===== src/sv/mbfr_pkg.sv =====
// ----------------------------------------------------------------------------
// mbfr_pkg
// Types and constants shared by the bit field reader modules.
// ----------------------------------------------------------------------------
`timescale 1ns / 1ps

package mbfr_pkg;

    localparam int FIFO_BYTES_DEF     = 64;
    localparam int MAX_FIELD_BITS_DEF = 32;
    localparam int VALUE_W            = 32;

    // Command queue between front and back; depth is a power of two
    localparam int QUEUE_DEPTH = 2;
    localparam int QPTR_W      = $clog2(QUEUE_DEPTH);

    localparam logic REQ_PUSH = 1'b0;

    typedef enum logic [1:0] {
        ST_OK    = 2'd0,
        ST_SHORT = 2'd1,
        ST_WIDTH = 2'd2,
        ST_FULL  = 2'd3
    } status_t;

    typedef enum logic [1:0] {
        CMD_PUSH   = 2'd0,
        CMD_REPORT = 2'd1,
        CMD_READ   = 2'd2
    } cmd_kind_t;

    typedef enum logic [1:0] {
        BK_IDLE  = 2'd0,
        BK_FETCH = 2'd1,
        BK_DONE  = 2'd2
    } back_state_t;

    typedef struct packed {
        cmd_kind_t  kind;
        status_t    status;
        logic [7:0] data_byte;
        logic [2:0] offset;
        logic [5:0] nbits;
        logic       le;
    } cmd_t;

endpackage


===== src/sv/mbfr_front.sv =====
// ----------------------------------------------------------------------------
// mbfr_front
// Accepts requests, checks them against the FIFO occupancy and cursor, books
// the new cursor and fill level, and queues a command for the back end.
// ----------------------------------------------------------------------------
`timescale 1ns / 1ps

module mbfr_front
    import mbfr_pkg::*;
#(
    parameter int FIFO_BYTES     = FIFO_BYTES_DEF,
    parameter int MAX_FIELD_BITS = MAX_FIELD_BITS_DEF,
    parameter int IDX_W          = $clog2(FIFO_BYTES)
)
(
    input  logic             clk,
    input  logic             rst_n,
    input  logic             s_tvalid,
    output logic             s_tready,
    input  logic             req_type,
    input  logic [7:0]       data_byte,
    input  logic [5:0]       field_bits,
    input  logic             little_endian,
    output logic             q_valid,
    input  logic             q_ready,
    output cmd_t             q_cmd,
    output logic [IDX_W-1:0] q_idx
);

    localparam int AVAIL_W = $clog2(FIFO_BYTES * 8 + 1);

    logic [IDX_W-1:0]   rd_idx_reg, rd_idx_next;
    logic [IDX_W-1:0]   wr_idx_reg, wr_idx_next;
    logic [2:0]         offset_reg, offset_next;
    logic [AVAIL_W-1:0] avail_reg, avail_next;

    logic [AVAIL_W:0]   occ_bits;
    logic               full;
    logic               width_bad;
    logic               short_data;
    logic [6:0]         pos;
    logic [IDX_W:0]     rd_sum;
    logic               accept;

    always_comb
    begin
        occ_bits   = {1'b0, avail_reg} + (AVAIL_W + 1)'(offset_reg);
        full       = (occ_bits >> 3) >= (AVAIL_W + 1)'(FIFO_BYTES);
        width_bad  = ({1'b0, field_bits} > 7'(MAX_FIELD_BITS))
                     || (little_endian && (field_bits[2:0] != 3'd0));
        short_data = AVAIL_W'(field_bits) > avail_reg;
        pos        = 7'(offset_reg) + 7'(field_bits);
        rd_sum     = (IDX_W + 1)'(rd_idx_reg) + (IDX_W + 1)'(pos[6:3]);
        if (rd_sum >= (IDX_W + 1)'(FIFO_BYTES))
        begin
            rd_sum = rd_sum - (IDX_W + 1)'(FIFO_BYTES);
        end

        accept   = s_tvalid && q_ready;
        s_tready = q_ready;
        q_valid  = s_tvalid;

        q_cmd.kind      = CMD_REPORT;
        q_cmd.status    = ST_OK;
        q_cmd.data_byte = data_byte;
        q_cmd.offset    = offset_reg;
        q_cmd.nbits     = field_bits;
        q_cmd.le        = little_endian;
        q_idx           = rd_idx_reg;

        rd_idx_next = rd_idx_reg;
        wr_idx_next = wr_idx_reg;
        offset_next = offset_reg;
        avail_next  = avail_reg;

        if (req_type == REQ_PUSH)
        begin
            if (full)
            begin
                q_cmd.status = ST_FULL;
            end
            else
            begin
                q_cmd.kind = CMD_PUSH;
                q_idx      = wr_idx_reg;
                if (accept)
                begin
                    wr_idx_next = (wr_idx_reg == IDX_W'(FIFO_BYTES - 1)) ? '0
                                  : wr_idx_reg + IDX_W'(1);
                    avail_next  = avail_reg + AVAIL_W'(8);
                end
            end
        end
        else if (width_bad)
        begin
            q_cmd.status = ST_WIDTH;
        end
        else if (short_data)
        begin
            q_cmd.status = ST_SHORT;
        end
        else if (field_bits != 6'd0)
        begin
            q_cmd.kind = CMD_READ;
            if (accept)
            begin
                rd_idx_next = rd_sum[IDX_W-1:0];
                offset_next = pos[2:0];
                avail_next  = avail_reg - AVAIL_W'(field_bits);
            end
        end
    end

    always_ff @(posedge clk or negedge rst_n)
    begin
        if (!rst_n)
        begin
            rd_idx_reg <= '0;
            wr_idx_reg <= '0;
            offset_reg <= '0;
            avail_reg  <= '0;
        end
        else
        begin
            rd_idx_reg <= rd_idx_next;
            wr_idx_reg <= wr_idx_next;
            offset_reg <= offset_next;
            avail_reg  <= avail_next;
        end
    end

endmodule


===== src/sv/mbfr_queue.sv =====
// ----------------------------------------------------------------------------
// mbfr_queue
// Short command queue that decouples the front end from the back end.
// ----------------------------------------------------------------------------
`timescale 1ns / 1ps

module mbfr_queue
    import mbfr_pkg::*;
#(
    parameter int IDX_W = 6
)
(
    input  logic             clk,
    input  logic             rst_n,
    input  logic             push_valid,
    output logic             push_ready,
    input  cmd_t             push_cmd,
    input  logic [IDX_W-1:0] push_idx,
    output logic             pop_valid,
    input  logic             pop_ready,
    output cmd_t             pop_cmd,
    output logic [IDX_W-1:0] pop_idx
);

    cmd_t             cmd_q [QUEUE_DEPTH];
    logic [IDX_W-1:0] idx_q [QUEUE_DEPTH];

    logic [QPTR_W-1:0] wr_ptr_reg, wr_ptr_next;
    logic [QPTR_W-1:0] rd_ptr_reg, rd_ptr_next;
    logic [QPTR_W:0]   count_reg, count_next;
    logic              do_push;
    logic              do_pop;

    always_comb
    begin
        push_ready = count_reg != (QPTR_W + 1)'(QUEUE_DEPTH);
        pop_valid  = count_reg != '0;
        pop_cmd    = cmd_q[rd_ptr_reg];
        pop_idx    = idx_q[rd_ptr_reg];
        do_push    = push_valid && push_ready;
        do_pop     = pop_valid && pop_ready;

        wr_ptr_next = do_push ? wr_ptr_reg + QPTR_W'(1) : wr_ptr_reg;
        rd_ptr_next = do_pop ? rd_ptr_reg + QPTR_W'(1) : rd_ptr_reg;
        count_next  = count_reg + (QPTR_W + 1)'(do_push) - (QPTR_W + 1)'(do_pop);
    end

    always_ff @(posedge clk)
    begin
        if (do_push)
        begin
            cmd_q[wr_ptr_reg] <= push_cmd;
            idx_q[wr_ptr_reg] <= push_idx;
        end
    end

    always_ff @(posedge clk or negedge rst_n)
    begin
        if (!rst_n)
        begin
            wr_ptr_reg <= '0;
            rd_ptr_reg <= '0;
            count_reg  <= '0;
        end
        else
        begin
            wr_ptr_reg <= wr_ptr_next;
            rd_ptr_reg <= rd_ptr_next;
            count_reg  <= count_next;
        end
    end

endmodule


===== src/sv/mbfr_back.sv =====
// ----------------------------------------------------------------------------
// mbfr_back
// Owns the byte store. Writes pushed bytes, fetches the bytes a field spans
// one per cycle, aligns and masks the field and holds the result register.
// ----------------------------------------------------------------------------
`timescale 1ns / 1ps

module mbfr_back
    import mbfr_pkg::*;
#(
    parameter int FIFO_BYTES     = FIFO_BYTES_DEF,
    parameter int MAX_FIELD_BITS = MAX_FIELD_BITS_DEF,
    parameter int IDX_W          = $clog2(FIFO_BYTES)
)
(
    input  logic               clk,
    input  logic               rst_n,
    input  logic               q_valid,
    output logic               q_pop,
    input  cmd_t               q_cmd,
    input  logic [IDX_W-1:0]   q_idx,
    output logic               m_tvalid,
    input  logic               m_tready,
    output logic [VALUE_W-1:0] value,
    output status_t            status
);

    localparam int MAX_BYTES = (MAX_FIELD_BITS + 14) / 8;
    localparam int ACC_W     = 8 * MAX_BYTES;
    localparam int CNT_W     = $clog2(MAX_BYTES + 1);
    localparam int LE_B      = MAX_FIELD_BITS / 8;
    localparam int WIDE_W    = (MAX_FIELD_BITS > VALUE_W) ? MAX_FIELD_BITS : VALUE_W;

    logic [7:0] mem [FIFO_BYTES];

    back_state_t         state_reg, state_next;
    cmd_t                cmd_reg, cmd_next;
    logic [IDX_W-1:0]    addr_reg, addr_next;
    logic [CNT_W-1:0]    issued_reg, issued_next;
    logic [CNT_W-1:0]    recv_reg, recv_next;
    logic [ACC_W-1:0]    acc_reg, acc_next;
    logic                rd_valid_reg;
    logic [7:0]          rd_data_reg;
    logic                out_valid_reg, out_valid_next;
    logic [VALUE_W-1:0]  out_value_reg, out_value_next;
    status_t             out_status_reg, out_status_next;

    logic                rd_en;
    logic                wr_en;
    logic                out_free;
    logic [CNT_W-1:0]    nbytes;
    logic [2:0]          tail;
    logic [ACC_W-1:0]    shifted;
    logic [MAX_FIELD_BITS-1:0] mask;
    logic [MAX_FIELD_BITS-1:0] be_val;
    logic [MAX_FIELD_BITS-1:0] le_val;
    logic [MAX_FIELD_BITS-1:0] sel_val;
    logic [WIDE_W-1:0]   wide_val;
    logic [7:0]          piece;
    logic [2:0]          pieces;

    // Field alignment: drop the unread tail bits of the last byte, then mask
    always_comb
    begin
        nbytes  = CNT_W'((7'(cmd_reg.offset) + 7'(cmd_reg.nbits) + 7'd7) >> 3);
        tail    = 3'd0 - (cmd_reg.offset + cmd_reg.nbits[2:0]);
        shifted = acc_reg >> tail;
        for (int i = 0; i < MAX_FIELD_BITS; i++)
        begin
            mask[i] = 7'(i) < 7'(cmd_reg.nbits);
        end
        be_val = MAX_FIELD_BITS'(shifted) & mask;

        // Byte-swap within the field: first piece lands in the lowest byte
        pieces = cmd_reg.nbits[5:3];
        le_val = '0;
        for (int i = 0; i < LE_B; i++)
        begin
            piece = 8'd0;
            for (int j = 0; j < LE_B; j++)
            begin
                if ((i < int'(pieces)) && (j == int'(pieces) - 1 - i))
                begin
                    piece = be_val[8*j +: 8];
                end
            end
            le_val[8*i +: 8] = piece;
        end

        sel_val  = cmd_reg.le ? le_val : be_val;
        wide_val = WIDE_W'(sel_val);
    end

    always_comb
    begin
        state_next      = state_reg;
        cmd_next        = cmd_reg;
        addr_next       = addr_reg;
        issued_next     = issued_reg;
        recv_next       = recv_reg;
        acc_next        = acc_reg;
        q_pop           = 1'b0;
        wr_en           = 1'b0;
        rd_en           = 1'b0;
        out_free        = !out_valid_reg || m_tready;
        out_valid_next  = out_valid_reg && !m_tready;
        out_value_next  = out_value_reg;
        out_status_next = out_status_reg;

        case (state_reg)
            BK_IDLE:
            begin
                if (q_valid)
                begin
                    case (q_cmd.kind)
                        CMD_READ:
                        begin
                            q_pop       = 1'b1;
                            cmd_next    = q_cmd;
                            addr_next   = q_idx;
                            issued_next = '0;
                            recv_next   = '0;
                            state_next  = BK_FETCH;
                        end
                        CMD_PUSH:
                        begin
                            if (out_free)
                            begin
                                q_pop           = 1'b1;
                                wr_en           = 1'b1;
                                out_valid_next  = 1'b1;
                                out_value_next  = '0;
                                out_status_next = ST_OK;
                            end
                        end
                        CMD_REPORT:
                        begin
                            if (out_free)
                            begin
                                q_pop           = 1'b1;
                                out_valid_next  = 1'b1;
                                out_value_next  = '0;
                                out_status_next = q_cmd.status;
                            end
                        end
                        default:
                        begin
                            q_pop = 1'b1;
                        end
                    endcase
                end
            end
            BK_FETCH:
            begin
                if (issued_reg != nbytes)
                begin
                    rd_en       = 1'b1;
                    issued_next = issued_reg + CNT_W'(1);
                    addr_next   = (addr_reg == IDX_W'(FIFO_BYTES - 1)) ? '0
                                  : addr_reg + IDX_W'(1);
                end
                if (rd_valid_reg)
                begin
                    acc_next  = {acc_reg[ACC_W-9:0], rd_data_reg};
                    recv_next = recv_reg + CNT_W'(1);
                    if (recv_next == nbytes)
                    begin
                        state_next = BK_DONE;
                    end
                end
            end
            BK_DONE:
            begin
                if (out_free)
                begin
                    out_valid_next  = 1'b1;
                    out_value_next  = wide_val[VALUE_W-1:0];
                    out_status_next = ST_OK;
                    state_next      = BK_IDLE;
                end
            end
            default:
            begin
                state_next = BK_IDLE;
            end
        endcase
    end

    always_ff @(posedge clk)
    begin
        if (wr_en)
        begin
            mem[q_idx] <= q_cmd.data_byte;
        end
        if (rd_en)
        begin
            rd_data_reg <= mem[addr_reg];
        end
    end

    always_ff @(posedge clk)
    begin
        cmd_reg        <= cmd_next;
        addr_reg       <= addr_next;
        acc_reg        <= acc_next;
        out_value_reg  <= out_value_next;
        out_status_reg <= out_status_next;
    end

    always_ff @(posedge clk or negedge rst_n)
    begin
        if (!rst_n)
        begin
            state_reg     <= BK_IDLE;
            issued_reg    <= '0;
            recv_reg      <= '0;
            rd_valid_reg  <= 1'b0;
            out_valid_reg <= 1'b0;
        end
        else
        begin
            state_reg     <= state_next;
            issued_reg    <= issued_next;
            recv_reg      <= recv_next;
            rd_valid_reg  <= rd_en;
            out_valid_reg <= out_valid_next;
        end
    end

    assign m_tvalid = out_valid_reg;
    assign value    = out_value_reg;
    assign status   = out_status_reg;

endmodule


===== src/sv/msb_first_bit_field_reader_unit.sv =====
// ----------------------------------------------------------------------------
// msb_first_bit_field_reader_unit
// MSB-first bit field reader over a byte FIFO, stream in and stream out.
// ----------------------------------------------------------------------------
// Every request gives exactly one response. A push appends a byte; a read
// returns 1 to MAX_FIELD_BITS bits from the read cursor, right-aligned, and in
// little-endian mode with its 8-bit pieces swapped so the first lands lowest.
// Errors (status short, bad width, FIFO full) return 0 and change nothing. The
// front end books every request in the cycle it is taken, so the input keeps
// moving while results wait, as long as the command queue has room. Pushes and
// rejected requests pass the back end at one a cycle while the output is not
// stalled. A read holds the back end while it fetches the bytes the field
// spans: the byte store has one read port and delivers one byte per cycle.
// The store needs no clearing after reset; reads only reach pushed bytes.
`timescale 1ns / 1ps

module msb_first_bit_field_reader_unit
    import mbfr_pkg::*;
#(
    parameter int FIFO_BYTES     = FIFO_BYTES_DEF,
    parameter int MAX_FIELD_BITS = MAX_FIELD_BITS_DEF
)
(
    input  logic        clk,
    input  logic        rst_n,
    input  logic        s_tvalid,
    output logic        s_tready,
    input  logic [15:0] s_tdata,  // data_byte[7:0], field_bits[13:8], little_endian[14], pad
    input  logic [0:0]  s_tuser,  // req_type[0]
    output logic        m_tvalid,
    input  logic        m_tready,
    output logic [31:0] m_tdata,  // value[31:0]
    output logic [1:0]  m_tuser   // status[1:0]
);

    localparam int IDX_W = $clog2(FIFO_BYTES);

    logic             q_in_valid;
    logic             q_in_ready;
    cmd_t             q_in_cmd;
    logic [IDX_W-1:0] q_in_idx;
    logic             q_out_valid;
    logic             q_out_pop;
    cmd_t             q_out_cmd;
    logic [IDX_W-1:0] q_out_idx;
    status_t          out_status;

    mbfr_front #(
        .FIFO_BYTES     (FIFO_BYTES),
        .MAX_FIELD_BITS (MAX_FIELD_BITS),
        .IDX_W          (IDX_W)
    ) u_front (
        .clk           (clk),
        .rst_n         (rst_n),
        .s_tvalid      (s_tvalid),
        .s_tready      (s_tready),
        .req_type      (s_tuser[0]),
        .data_byte     (s_tdata[7:0]),
        .field_bits    (s_tdata[13:8]),
        .little_endian (s_tdata[14]),
        .q_valid       (q_in_valid),
        .q_ready       (q_in_ready),
        .q_cmd         (q_in_cmd),
        .q_idx         (q_in_idx)
    );

    mbfr_queue #(
        .IDX_W (IDX_W)
    ) u_queue (
        .clk        (clk),
        .rst_n      (rst_n),
        .push_valid (q_in_valid),
        .push_ready (q_in_ready),
        .push_cmd   (q_in_cmd),
        .push_idx   (q_in_idx),
        .pop_valid  (q_out_valid),
        .pop_ready  (q_out_pop),
        .pop_cmd    (q_out_cmd),
        .pop_idx    (q_out_idx)
    );

    mbfr_back #(
        .FIFO_BYTES     (FIFO_BYTES),
        .MAX_FIELD_BITS (MAX_FIELD_BITS),
        .IDX_W          (IDX_W)
    ) u_back (
        .clk      (clk),
        .rst_n    (rst_n),
        .q_valid  (q_out_valid),
        .q_pop    (q_out_pop),
        .q_cmd    (q_out_cmd),
        .q_idx    (q_out_idx),
        .m_tvalid (m_tvalid),
        .m_tready (m_tready),
        .value    (m_tdata),
        .status   (out_status)
    );

    assign m_tuser = out_status;

endmodule


===== config.mk =====
export PLATFORM = sky130hd
export DESIGN_NAME = msb_first_bit_field_reader_unit
export DESIGN_NICKNAME = d
export VERILOG_FILES = /design/src/sv/mbfr_pkg.sv /design/src/sv/mbfr_front.sv /design/src/sv/mbfr_queue.sv /design/src/sv/mbfr_back.sv /design/src/sv/msb_first_bit_field_reader_unit.sv
export SDC_FILE = /design/constraint.sdc
export NUM_CORES = 1
export LEC_CHECK = 0
export ABC_AREA = 1
export ABC_CLOCK_PERIOD_IN_PS = 9960
export BUFFER_PORTS_ARGS = -buffer_cell sky130_fd_sc_hd__buf_2
export CAP_MARGIN = 20
export CORE_ASPECT_RATIO = 0.9
export CORE_UTILIZATION = 40
export CTS_BUF_LIST = sky130_fd_sc_hd__clkbuf_2 sky130_fd_sc_hd__clkbuf_4 sky130_fd_sc_hd__clkbuf_8
export CTS_CLUSTER_DIAMETER = 60
export DETAILED_ROUTE_END_ITERATION = 6
export HOLD_SLACK_MARGIN = 0.15
export SYNTH_ARGS = -nofsm -noshare
export SYNTH_HDL_FRONTEND = slang
export SYNTH_SLANG_ARGS = --single-unit
export TNS_END_PERCENT = 30

===== constraint.sdc =====
create_clock -name clk -period 9.96 [get_ports clk]
set_input_delay 0.498 -clock clk [delete_from_list [all_inputs] [get_ports clk]]
set_output_delay 0.498 -clock clk [all_outputs]
set_load 0.01 [all_outputs]

==> out/metrics.csv, run 1 <==
stage,metric,value,unit
timing,timing.fmax,239,MHz
drt,drt-vias-per-instance,5.29,
final_layout,seq_area,0.0209,mm2
global_route,grt_pass1_wl,124,mm
worst_setup_path,crit_type,register to register,
final_layout,synthToLayoutAreaGrowth,11.3,%
synth,ys_ff_latch,704,
timing,relSlewSlack,31.1,%
clock_tree,cts_tree,yes,
pwr,switchingPower,5450,uW
pwr,sequentialPowerShare,34.4,%
clock_tree,cts_inserted_buffers,113,
final_layout,nNetsFinal,3177,
timing,worst_slew_pin_slew,1.03,ns
clock_tree,h-tree-depth,3,
timing,hold_ws,0.246,ns
worst_setup_path,crit_arrival,4.72,ns
synth,synthTopCellsByArea,"edfxtp_1 62%, nand2_1 8.8%, o21ai_0 4.1%, nor2_1 3.1%, dfrtp_1 3.0%",
clock_tree,post_cts_resized,0,
synth,synth_seq_area_share,64.7,%
synth,postSynthCellCount,3022,
worst_setup_path,end_kind,register,
synth,synth_area,0.0324,mm2
drt,wire_per_inst,19.3,um
timing,rsz0062_at_grt,false,
global_route,grt_overflow,0,
worst_setup_path,reg2reg_slack,5.77,ns
timing,slew_viol_final,0,
floorplanning,fp.dieW,302,um
clock_tree,max-clock-path-buffers,3,
floorplanning,io_pins,57,
synth,yosysWarnings,0,
floorplanning,design.die.area,0.0821,mm2
drt,vias,22396,
final_layout,multi_input_area,0.0101,mm2
global_route,grt_util_all_layers,19.7,%
global_route,use_met3,3.08,%
final_layout,drive_gt1_share,10.7,%
pwr,power.total,12300,uW
synth,synth_flop_cell,edfxtp_1,
timing,clock-skew-final,0.0452,ns
final_layout,mostFrequentLayoutCell,nand2_1,
clock_tree,postCtsSetupRepairBufs,0,
pwr,ir_drop,0.000202,V
synth,synth_top_area_share,61.7,%
floorplanning,num_rows,98,
global_route,met2_usage,30.4,%
run,drv_cap,0,
floorplanning,core_area,0.0798,mm2
pwr,comb_power_share,45.5,%
synth,synth-edff-count,665,
timing,setup_violations,0,
clock_tree,clk_pin_slew,0.06,ns
synth,syn_nets,3094,
drt,firstDrtPassIters,6,
pwr,power_density,342,mW/mm2
global_route,met1_usage,28.8,%
pwr,p_int,6860,uW
timing,tns,0,ns
placed_design,port-buffer-count,55,
clock_tree,clkLatencyLatePin,0.74,ns
placed_design,globalplace.congestion,0.931,
final_layout,largest_reg_flops,512,
drt,drt_iter0_markers,2121,
placed_design,place_hpwl,49.7,mm
pwr,switching_share,44.3,%
synth,async_reset_ff_share,5.54,%
pwr,clock_power_share,20.1,%
drt,drt_wl_total,82.0,mm
worst_setup_path,cp-start-kind,register,
global_route,top_usage_layer,met2,
pwr,p_leak,0.0135,uW
synth,postSynthAreaPerCell,10.7,um2
worst_setup_path,cp.required,10.49,ns
global_route,antenna_found_initial,1,
floorplanning,start_util,40.6,%
drt,drc,0,
worst_setup_path,crit_fanout,13,
clock_tree,clock_sinks,704,
synth,synth_top_cell_by_area,edfxtp_1,
final_layout,fillers,7408,
drt,ant_nets,0,
run_status,status,finished clean,
floorplanning,dieHeight,272,um
synth,synth_cell_types,50,
global_route,grt_start_max_net_pins,170,
global_route,first_global_vias,20689,
timing,fin_crit,4.19,ns
clock_tree,cts_root_buf,clkbuf_8,
final_layout,final_cell_mix,"746 x nand2_1, 665 x edfxtp_1, 263 x o21ai_0, 261 x nor2_1, 171 x a21oi_1",
timing,hold_viol,0,
timing,final.period_utilization,42.1,%
worst_hold_path,hold_path_class,primary input to register,
clock_tree,hold_buffers,17,
[Yosys cell counts, drive strengths merged (5+ instances only)]
cell    count
nand2     762
edfxtp    665
o21ai     308
nor2      281
a21oi     175
inv       173
nand3     160
buf        74
mux2i      67
clkbuf     63
o22ai      63
o211ai     55
ha         48
dfrtp      39
xor2       27
nand4      11
nor3       11
or2        10
and2        6
xnor2       5
[stage by stage]
step | instance area (um2) | std cells | utilization [%] | setup slack, ns
floorplan | 32400 | 3022 | - | 6.82
global placement | 33600 | 4020 | 42.1 | 5.86
detailed placement | 33600 | 4020 | 42.1 | 5.85
CTS | 36000 | 4231 | 45.1 | 5.82
global route | 36000 | 4235 | 45.1 | 5.40
finish | 36000 | 4236 | 45.1 | 5.77
[power by group through the flow]
stage | Clock (uW) | Sequential [uW] | Combinational (uW)
after floorplan | 0 | 4260 | 3880
after global placement | 0 | 4300 | 5510
after detailed placement | 0 | 4300 | 5530
after CTS | 2530 | 4240 | 5560
after global routing | 2630 | 4280 | 6190
final | 2470 | 4240 | 5600
[worst max-delay path, stage by stage, from the launching register on]
cell	delay (ns)
edfxtp_1	0.59
inv_2	0.18
ha_1	0.30
ha_1	0.48
ha_1	0.27
inv_1	0.06
ha_1	0.27
nor2_1	0.08
and3_1	0.19
nand2_1	0.40
inv_1	0.21
o21ai_1	0.50
nand4_1	0.15
a21oi_1	0.32
[metal layers]
metal | part of all wire, % | wire, um
met4 | 1.9 | 1530
met5 | 0 | 0
met3 | 6.4 | 5240
met2 | 46 | 37400
met1 | 46 | 37800
[worst paths after layout]
kind,from,to,depth (start not counted)
hold / removal,s_tuser,u_front.avail_reg[6],5
min in group asynchronous,rst_n,u_front.avail_reg[1],3
hold reg to reg,u_back.rd_data_reg[0],u_back.acc_reg[0],0
max in group asynchronous,rst_n,u_front.rd_idx_reg[0],4
setup reg to reg,u_back.cmd_reg[4],u_back.value[23],13
setup / recovery,u_back.cmd_reg[4],u_back.value[23],13
[layout make-up]
type | instances | area share, %
inverters | 176 | 1.85
multi-input cells | 2005 | 28.1
clock buffers | 147 | 5.13
clock inverters | 47 | 1.08
well taps | 1050 | 3.65
repair buffers | 105 | 2.03
flip-flops and latches | 704 | 58.1
diodes | 2 | 0.0139
[kinds of logic after synthesis]
| logic type | count (synthesis) | synth area share, % |
|---|---|---|
| compound gates | 609 | 10.3 |
| mux | 67 | 2.07 |
| flops | 704 | 64.7 |
| xor+xnor | 32 | 0.866 |
| simple gates | 1246 | 15.9 |
| buf+inv | 313 | 4.17 |
| fa+ha+maj | 51 | 2.04 |
(Power assumes the default switching activity.)
==> run 2: changes to the inputs <==
- ABC_CLOCK_PERIOD_IN_PS: 9960 -> 4040
- clock period: 9.96 -> 4.04 ns (I/O delays scaled with it)
==> run 2 against run 1 <==
  * Final area rose by 0.83%
  * First-iteration DRC count is 6.0% lower
  * Flip-flop and latch count stayed put
  * Global-route usage is 0.14 points higher
  * Non-clock buffer count rose by 32
  * Hold slack got worse by 0.0038 ns
  * Maximum frequency rose by 14%
  * Sequential share of layout area decreased by 0.48 points
  * Combinational power grew to 2.5 times the previous value
  * Clock power grew 140%
  * Utilization is 0.37 points higher
  * Clock-buffer cell count shrank 2
  * Largest cell class unchanged
==> out/metrics.csv, run 2 (synthesis results as in run 1) <==
stage,metric,value,unit
placed_design,dp_slack,0.386,ns
worst_setup_path,end_kind,register,
worst_setup_path,crit_type,register to register,
clock_tree,max-clock-path-buffers,3,
worst_hold_path,hold_path_class,primary input to register,
placed_design,port-buffer-count,55,
pwr,power_density,845,mW/mm2
placed_design,globalplace.congestion,0.930,
clock_tree,clock_sinks,704,
timing,tns,0,ns
final_layout,synthToLayoutAreaGrowth,12.2,%
final_layout,nNetsFinal,3206,
global_route,grt_util_all_layers,19.8,%
drt,vias,22352,
drt,drc,0,
worst_setup_path,cp-start-kind,register,
clock_tree,clkLatencyLatePin,0.74,ns
clock_tree,cts_inserted_buffers,110,
drt,drt_iter0_markers,1993,
timing,worst_slew_pin_slew,0.995,ns
final_layout,fillers,7314,
worst_hold_path,hp-start,s_tdata[7],
floorplanning,start_util,40.6,%
run,drv_cap,0,
timing,fin_crit,3.69,ns
final_layout,largest_reg_flops,512,
timing,timing.fmax,271,MHz
timing,slew_viol_final,0,
final_layout,mostFrequentLayoutCell,nand2_1,
clock_tree,cts_root_buf,clkbuf_8,
final_layout,final_cell_mix,"746 x nand2_1, 665 x edfxtp_1, 263 x o21ai_0, 261 x nor2_1, 171 x a21oi_1",
timing,final.period_utilization,91.3,%
worst_hold_path,min_path_cells,2,
run_status,status,finished clean,
drt,drt_wl_total,81.8,mm
worst_setup_path,crit_arrival,4.14,ns
global_route,grt_start_max_net_pins,162,
placed_design,place_inst,4048,
timing,rsz0062_at_grt,false,
timing,setup_violations,0,
worst_setup_path,rr_worst_depth,15,
drt,drt-vias-per-instance,5.23,
timing,hold_viol,0,
drt,wire_per_inst,19.1,um
worst_setup_path,r2r_end,u_back.value[10],
floorplanning,fp.dieW,302,um
floorplanning,io_pins,57,
worst_setup_path,crit_fanout,9,
timing,relSlewSlack,33.4,%
pwr,power.total,30700,uW
worst_hold_path,hold_end,u_queue.cmd_q[0][17],
timing,hold_ws,0.242,ns
global_route,grt_pass1_wl,125,mm
final_layout,drive_gt1_share,11.5,%
clock_tree,h-tree-depth,3,
clock_tree,post_cts_resized,0,
floorplanning,dieHeight,272,um
pwr,ir_drop,0.000497,V
placed_design,place_hpwl,52.4,mm
timing,clock-skew-final,0.0319,ns
final_layout,stdcell_count,4272,
pwr,p_leak,0.0137,uW
global_route,antenna_found_initial,1,
global_route,first_global_vias,21264,
worst_setup_path,cp.required,4.49,ns
global_route,grt_overflow,0,
clock_tree,cts_tree,yes,
drt,ant_nets,0,
drt,firstDrtPassIters,6,
floorplanning,core_area,0.0798,mm2
floorplanning,design.die.area,0.0821,mm2
worst_setup_path,reg2reg_slack,0.35,ns
worst_setup_path,rr_startpoint,u_back.cmd_reg[5],
floorplanning,num_rows,98,
timing,finalWorstSetupSlack,0.351,ns
clock_tree,clk_pin_slew,0.06,ns
==> run 2: through the flow <==
stage          utilization (%)  instance area (um2)
2_1_floorplan                -                32400
3_3_place_gp              42.4                33800
3_5_place_dp              42.4                33800
4_1_cts                   45.5                36300
5_1_grt                   45.5                36300
6_report                  45.5                36300
==> run 2: worst max-delay path by stage <==
| stage | start | endpoint | cells past startpoint |
|---|---|---|---|
| floorplan | u_back.cmd_reg[4] | u_back.value[13] | 14 |
| global placement | u_back.cmd_reg[5] | u_back.value[23] | 14 |
| detailed placement | u_back.cmd_reg[5] | u_back.value[23] | 14 |
| CTS | u_back.cmd_reg[5] | u_back.value[23] | 14 |
| global route | u_back.cmd_reg[5] | u_back.value[20] | 15 |
| finish | u_back.cmd_reg[5] | u_back.value[10] | 15 |
==> run 2: metal layers <==
layer  share of wire, %  vias to the layer above  GRT usage (%)
li1                   -                    10825              -
met1                 46                    10723           28.6
met2                 45                      670           30.1
met3                6.4                      134           3.75
met4                2.4                        0           6.11
met5                  0                        -          0.465
==> run 2: repair_timing <==
| item | in CTS | in global routing |
|---|---|---|
| setup buffers | 0 | 0 |
| hold buffers | 21 | 1 |
| endpoints found under the hold margin | 99 | 6 |
==> run 2: layout make-up <==
cell class / count / area [um2] / area share, %
Sequential cell: 704 / 20900 / 57.6
Multi-Input combinational cell: 2005 / 10100 / 27.9
Clock buffer: 145 / 1850 / 5.08
Tap cell: 1050 / 1310 / 3.62
Timing Repair Buffer: 137 / 1050 / 2.88
Inverter: 176 / 668 / 1.84
Clock inverter: 54 / 387 / 1.06
Antenna cell: 1 / 2.50 / 0.00689
==> run 2: report_power, final <==
| group | switching [uW] | internal, uW |
|---|---|---|
| clock | 2810 | 3240 |
| combinational | 10300 | 3880 |
| sequential | 546 | 9940 |
| total | 13700 | 17100 |
==> run 2: worst max-delay path, cell delays in order, from the launching register on <==
cell	delay [ns]
edfxtp_1	0.52
inv_2	0.16
ha_1	0.27
ha_1	0.51
ha_1	0.26
ha_1	0.15
o21ai_0	0.09
ha_1	0.31
nor2_1	0.20
nand3_4	0.15
nor2_4	0.27
inv_1	0.20
nand2_1	0.11
nand3_1	0.07
nand2_1	0.07
a21oi_1	0.07
==> run 3: changes to the inputs <==
- CORE_ASPECT_RATIO: 0.9 -> 1.75
- CORE_MARGIN: not set -> 4
- SYNTH_HIERARCHICAL: not set -> 1
==> run 3 against run 2 <==
  * The flow now finishes with violations (design-rule violations)
  * First-iteration DRC count is 1.7% lower
  * Sequential power hardly changed
  * Critical path depth is 2 lower
  * Synthesized cell count is 4.1% higher
  * Sequential share of layout area is 0.28 points lower
  * Largest power group unchanged
  * Register-to-register slack better by 0.28 ns
==> out/metrics.csv, run 3 <==
stage,metric,value,unit
drt,firstDrtPassIters,7,
final_layout,largest_reg_flops,512,
worst_setup_path,crit_type,register to register,
timing,worst_slew_pin_slew,1.07,ns
worst_setup_path,reg2reg_slack,0.63,ns
global_route,grt_pass1_wl,130,mm
timing,relSlewSlack,28.0,%
synth,syn_nets,3209,
worst_setup_path,cp.required,4.63,ns
run_status,status,finished with violations,
floorplanning,design.die.area,0.0868,mm2
synth,synth_cell_types,57,
drt,wire_per_inst,19.6,um
worst_setup_path,crit_buf_inv,3,
timing,slew_viol_final,0,
worst_setup_path,crit_arrival,4.00,ns
synth,synth-edff-count,665,
timing,finalWorstSetupSlack,0.632,ns
worst_setup_path,max_stage_delay,0.63,ns
global_route,grt_start_max_net_pins,130,
drt,drt-vias-per-instance,5.33,
drt,drt_wl_total,85.8,mm
synth,synth_area,0.0328,mm2
worst_setup_path,cp-start-kind,register,
timing,rsz0062_at_grt,false,
global_route,grt_util_all_layers,19.4,%
drt,drc,1,
synth,async_reset_ff_share,5.54,%
synth,ys_ff_latch,704,
global_route,grt_overflow,0,
synth,synth_top_cell_by_area,edfxtp_1,
synth,synth_top_cells_by_count,"667 x nand2_1, 665 x edfxtp_1, 429 x nor2_1, 334 x o21ai_0, 221 x nand3_1",
run,drv_cap,0,
final_layout,mostFrequentLayoutCell,edfxtp_1,
floorplanning,io_pins,57,
global_route,first_global_vias,22681,
clock_tree,postCtsSetupRepairBufs,0,
clock_tree,cts_root_buf,clkbuf_8,
final_layout,postLayoutCoreUtil,45.0,%
worst_setup_path,critPathSlowestCell,a21oi_1,
timing,final.period_utilization,84.3,%
clock_tree,clk_pin_slew,0.06,ns
placed_design,port-buffer-count,55,
pwr,ir_drop,0.000537,V
synth,postSynthAreaPerCell,10.4,um2
floorplanning,start_util,40.4,%
synth,synth_most_common_cell,nand2_1,
synth,synth_flop_cell,edfxtp_1,
timing,hold_viol,0,
worst_setup_path,cp_cell_sequence,inv_1 > ha_1 > inv_1 > ha_1 > inv_1 > nand3_1 > nand2_1 > nand2_1 > a21oi_1 > nand3_1 > nand3_1 > nand2_1 > a21oi_1,
worst_hold_path,hold_path_class,primary input to register,
final_layout,fillers,7605,
final_layout,drive_gt1_share,11.8,%
synth,synth_seq_area_share,63.9,%
clock_tree,h-tree-depth,3,
timing,tns,0,ns
timing,fin_crit,3.41,ns
drt,vias,23268,
final_layout,synthToLayoutAreaGrowth,11.4,%
clock_tree,clkLatencyLatePin,0.76,ns
drt,drt_iter0_markers,1960,
clock_tree,cts_inserted_buffers,96,
final_layout,final_cell_mix,"665 x edfxtp_1, 659 x nand2_1, 426 x nor2_1, 334 x o21ai_0, 221 x nand3_1",
worst_setup_path,end_kind,register,
placed_design,globalplace.congestion,0.932,
final_layout,nNetsFinal,3297,
timing,timing.fmax,293,MHz
synth,yosysWarnings,6,
clock_tree,max-clock-path-buffers,3,
synth,postSynthCellCount,3147,
floorplanning,dieHeight,387,um
pwr,power.total,27900,uW
drt,ant_nets,0,
floorplanning,num_rows,138,
clock_tree,cts_tree,yes,
worst_setup_path,cp_top_family,compound AO/OA/AOI/OAI gates,
placed_design,dp_slack,0.701,ns
synth,synthTopCellsByArea,"edfxtp_1 61%, nand2_1 7.6%, o21ai_0 5.1%, nor2_1 4.9%, nand3_1 3.4%",
floorplanning,core_area,0.0812,mm2
timing,clock-skew-final,0.0456,ns
pwr,power_density,765,mW/mm2
pwr,p_leak,0.0135,uW
clock_tree,clock_sinks,704,
worst_setup_path,crit_fanout,23,
clock_tree,post_cts_resized,0,
timing,setup_violations,0,
placed_design,place_hpwl,56.6,mm
floorplanning,fp.dieW,224,um
global_route,antenna_found_initial,1,
run_status,violations,design-rule violations,
synth,synth_top_area_share,60.9,%
-- run 3: kinds of logic (layout without fill, tap and decap cells) --
family | count (synthesis) | count (layout) | synth area share [%]
multiplexers | 2 | 2 | 0.0611
adder cells (fa/ha/maj) | 41 | 41 | 1.63
flip-flops | 704 | 704 | 63.9
AND/OR/NAND/NOR | 1408 | 1408 | 18.4
XOR/XNOR | 29 | 29 | 0.832
AO/OA/AOI/OAI | 620 | 620 | 10.7
other | 0 | 1 | 0
buffers and inverters | 343 | 513 | 4.55
-- run 3: path summary, 6_finish.rpt --
path                                    from                     to  depth (start not counted)
setup / recovery           u_back/cmd_reg[2]       u_back/value[15]                         13
hold / removal                   s_tdata[14]    u_queue/cmd_q[0][0]                          2
setup reg to reg           u_back/cmd_reg[2]       u_back/value[15]                         13
hold reg to reg            u_back/acc_reg[2]     u_back/acc_reg[10]                          0
max in group asynchronous              rst_n   u_front/avail_reg[9]                          4
min in group asynchronous              rst_n  u_front/rd_idx_reg[0]                          3
-- run 3: routing by layer --
metal / up-vias / global-route usage [%] / share of wire [%]
met2: 660 / 36.0 / 54
met1: 11237 / 21.4 / 37
li1: 11178 / - / -
met3: 193 / 2.91 / 4.7
met5: - / 0 / 0
met4: 0 / 9.63 / 5.0
-- run 3: stage by stage --
step	hold WS [ns]	cell area (um2)	cells
CTS	0.185	36500	4366
global placement	0.392	34200	4157
finish	0.277	36500	4368
global route	0.247	36500	4368
floorplan	-0.0936	32800	3147
detailed placement	0.397	34200	4157
-- run 3: report_power, final --
part           switching (uW)  leakage (uW)  internal, uW
Sequential                415       0.00655          9760
Combinational            8890       0.00590          3290
Clock                    2650       0.00104          2940
-- run 3: final cells by class --
class / instances / area [um2] / share of cell area [%]
clock inverter: 54 / 412 / 1.13
sequential: 704 / 20900 / 57.4
timing repair buffer: 161 / 1230 / 3.36
antenna: 1 / 2.50 / 0.00685
multi-input combinational: 2100 / 10400 / 28.4
inverter: 172 / 658 / 1.80
clock buffer: 126 / 1570 / 4.30
tap: 1050 / 1310 / 3.60
-- run 3: timing repair --
| item | 4_1_cts | 5_1_grt |
|---|---|---|
| hold buffers | 29 | 0 |
| endpoints found under the hold margin | 112 | 0 |
| setup endpoints to repair | 0 | 0 |
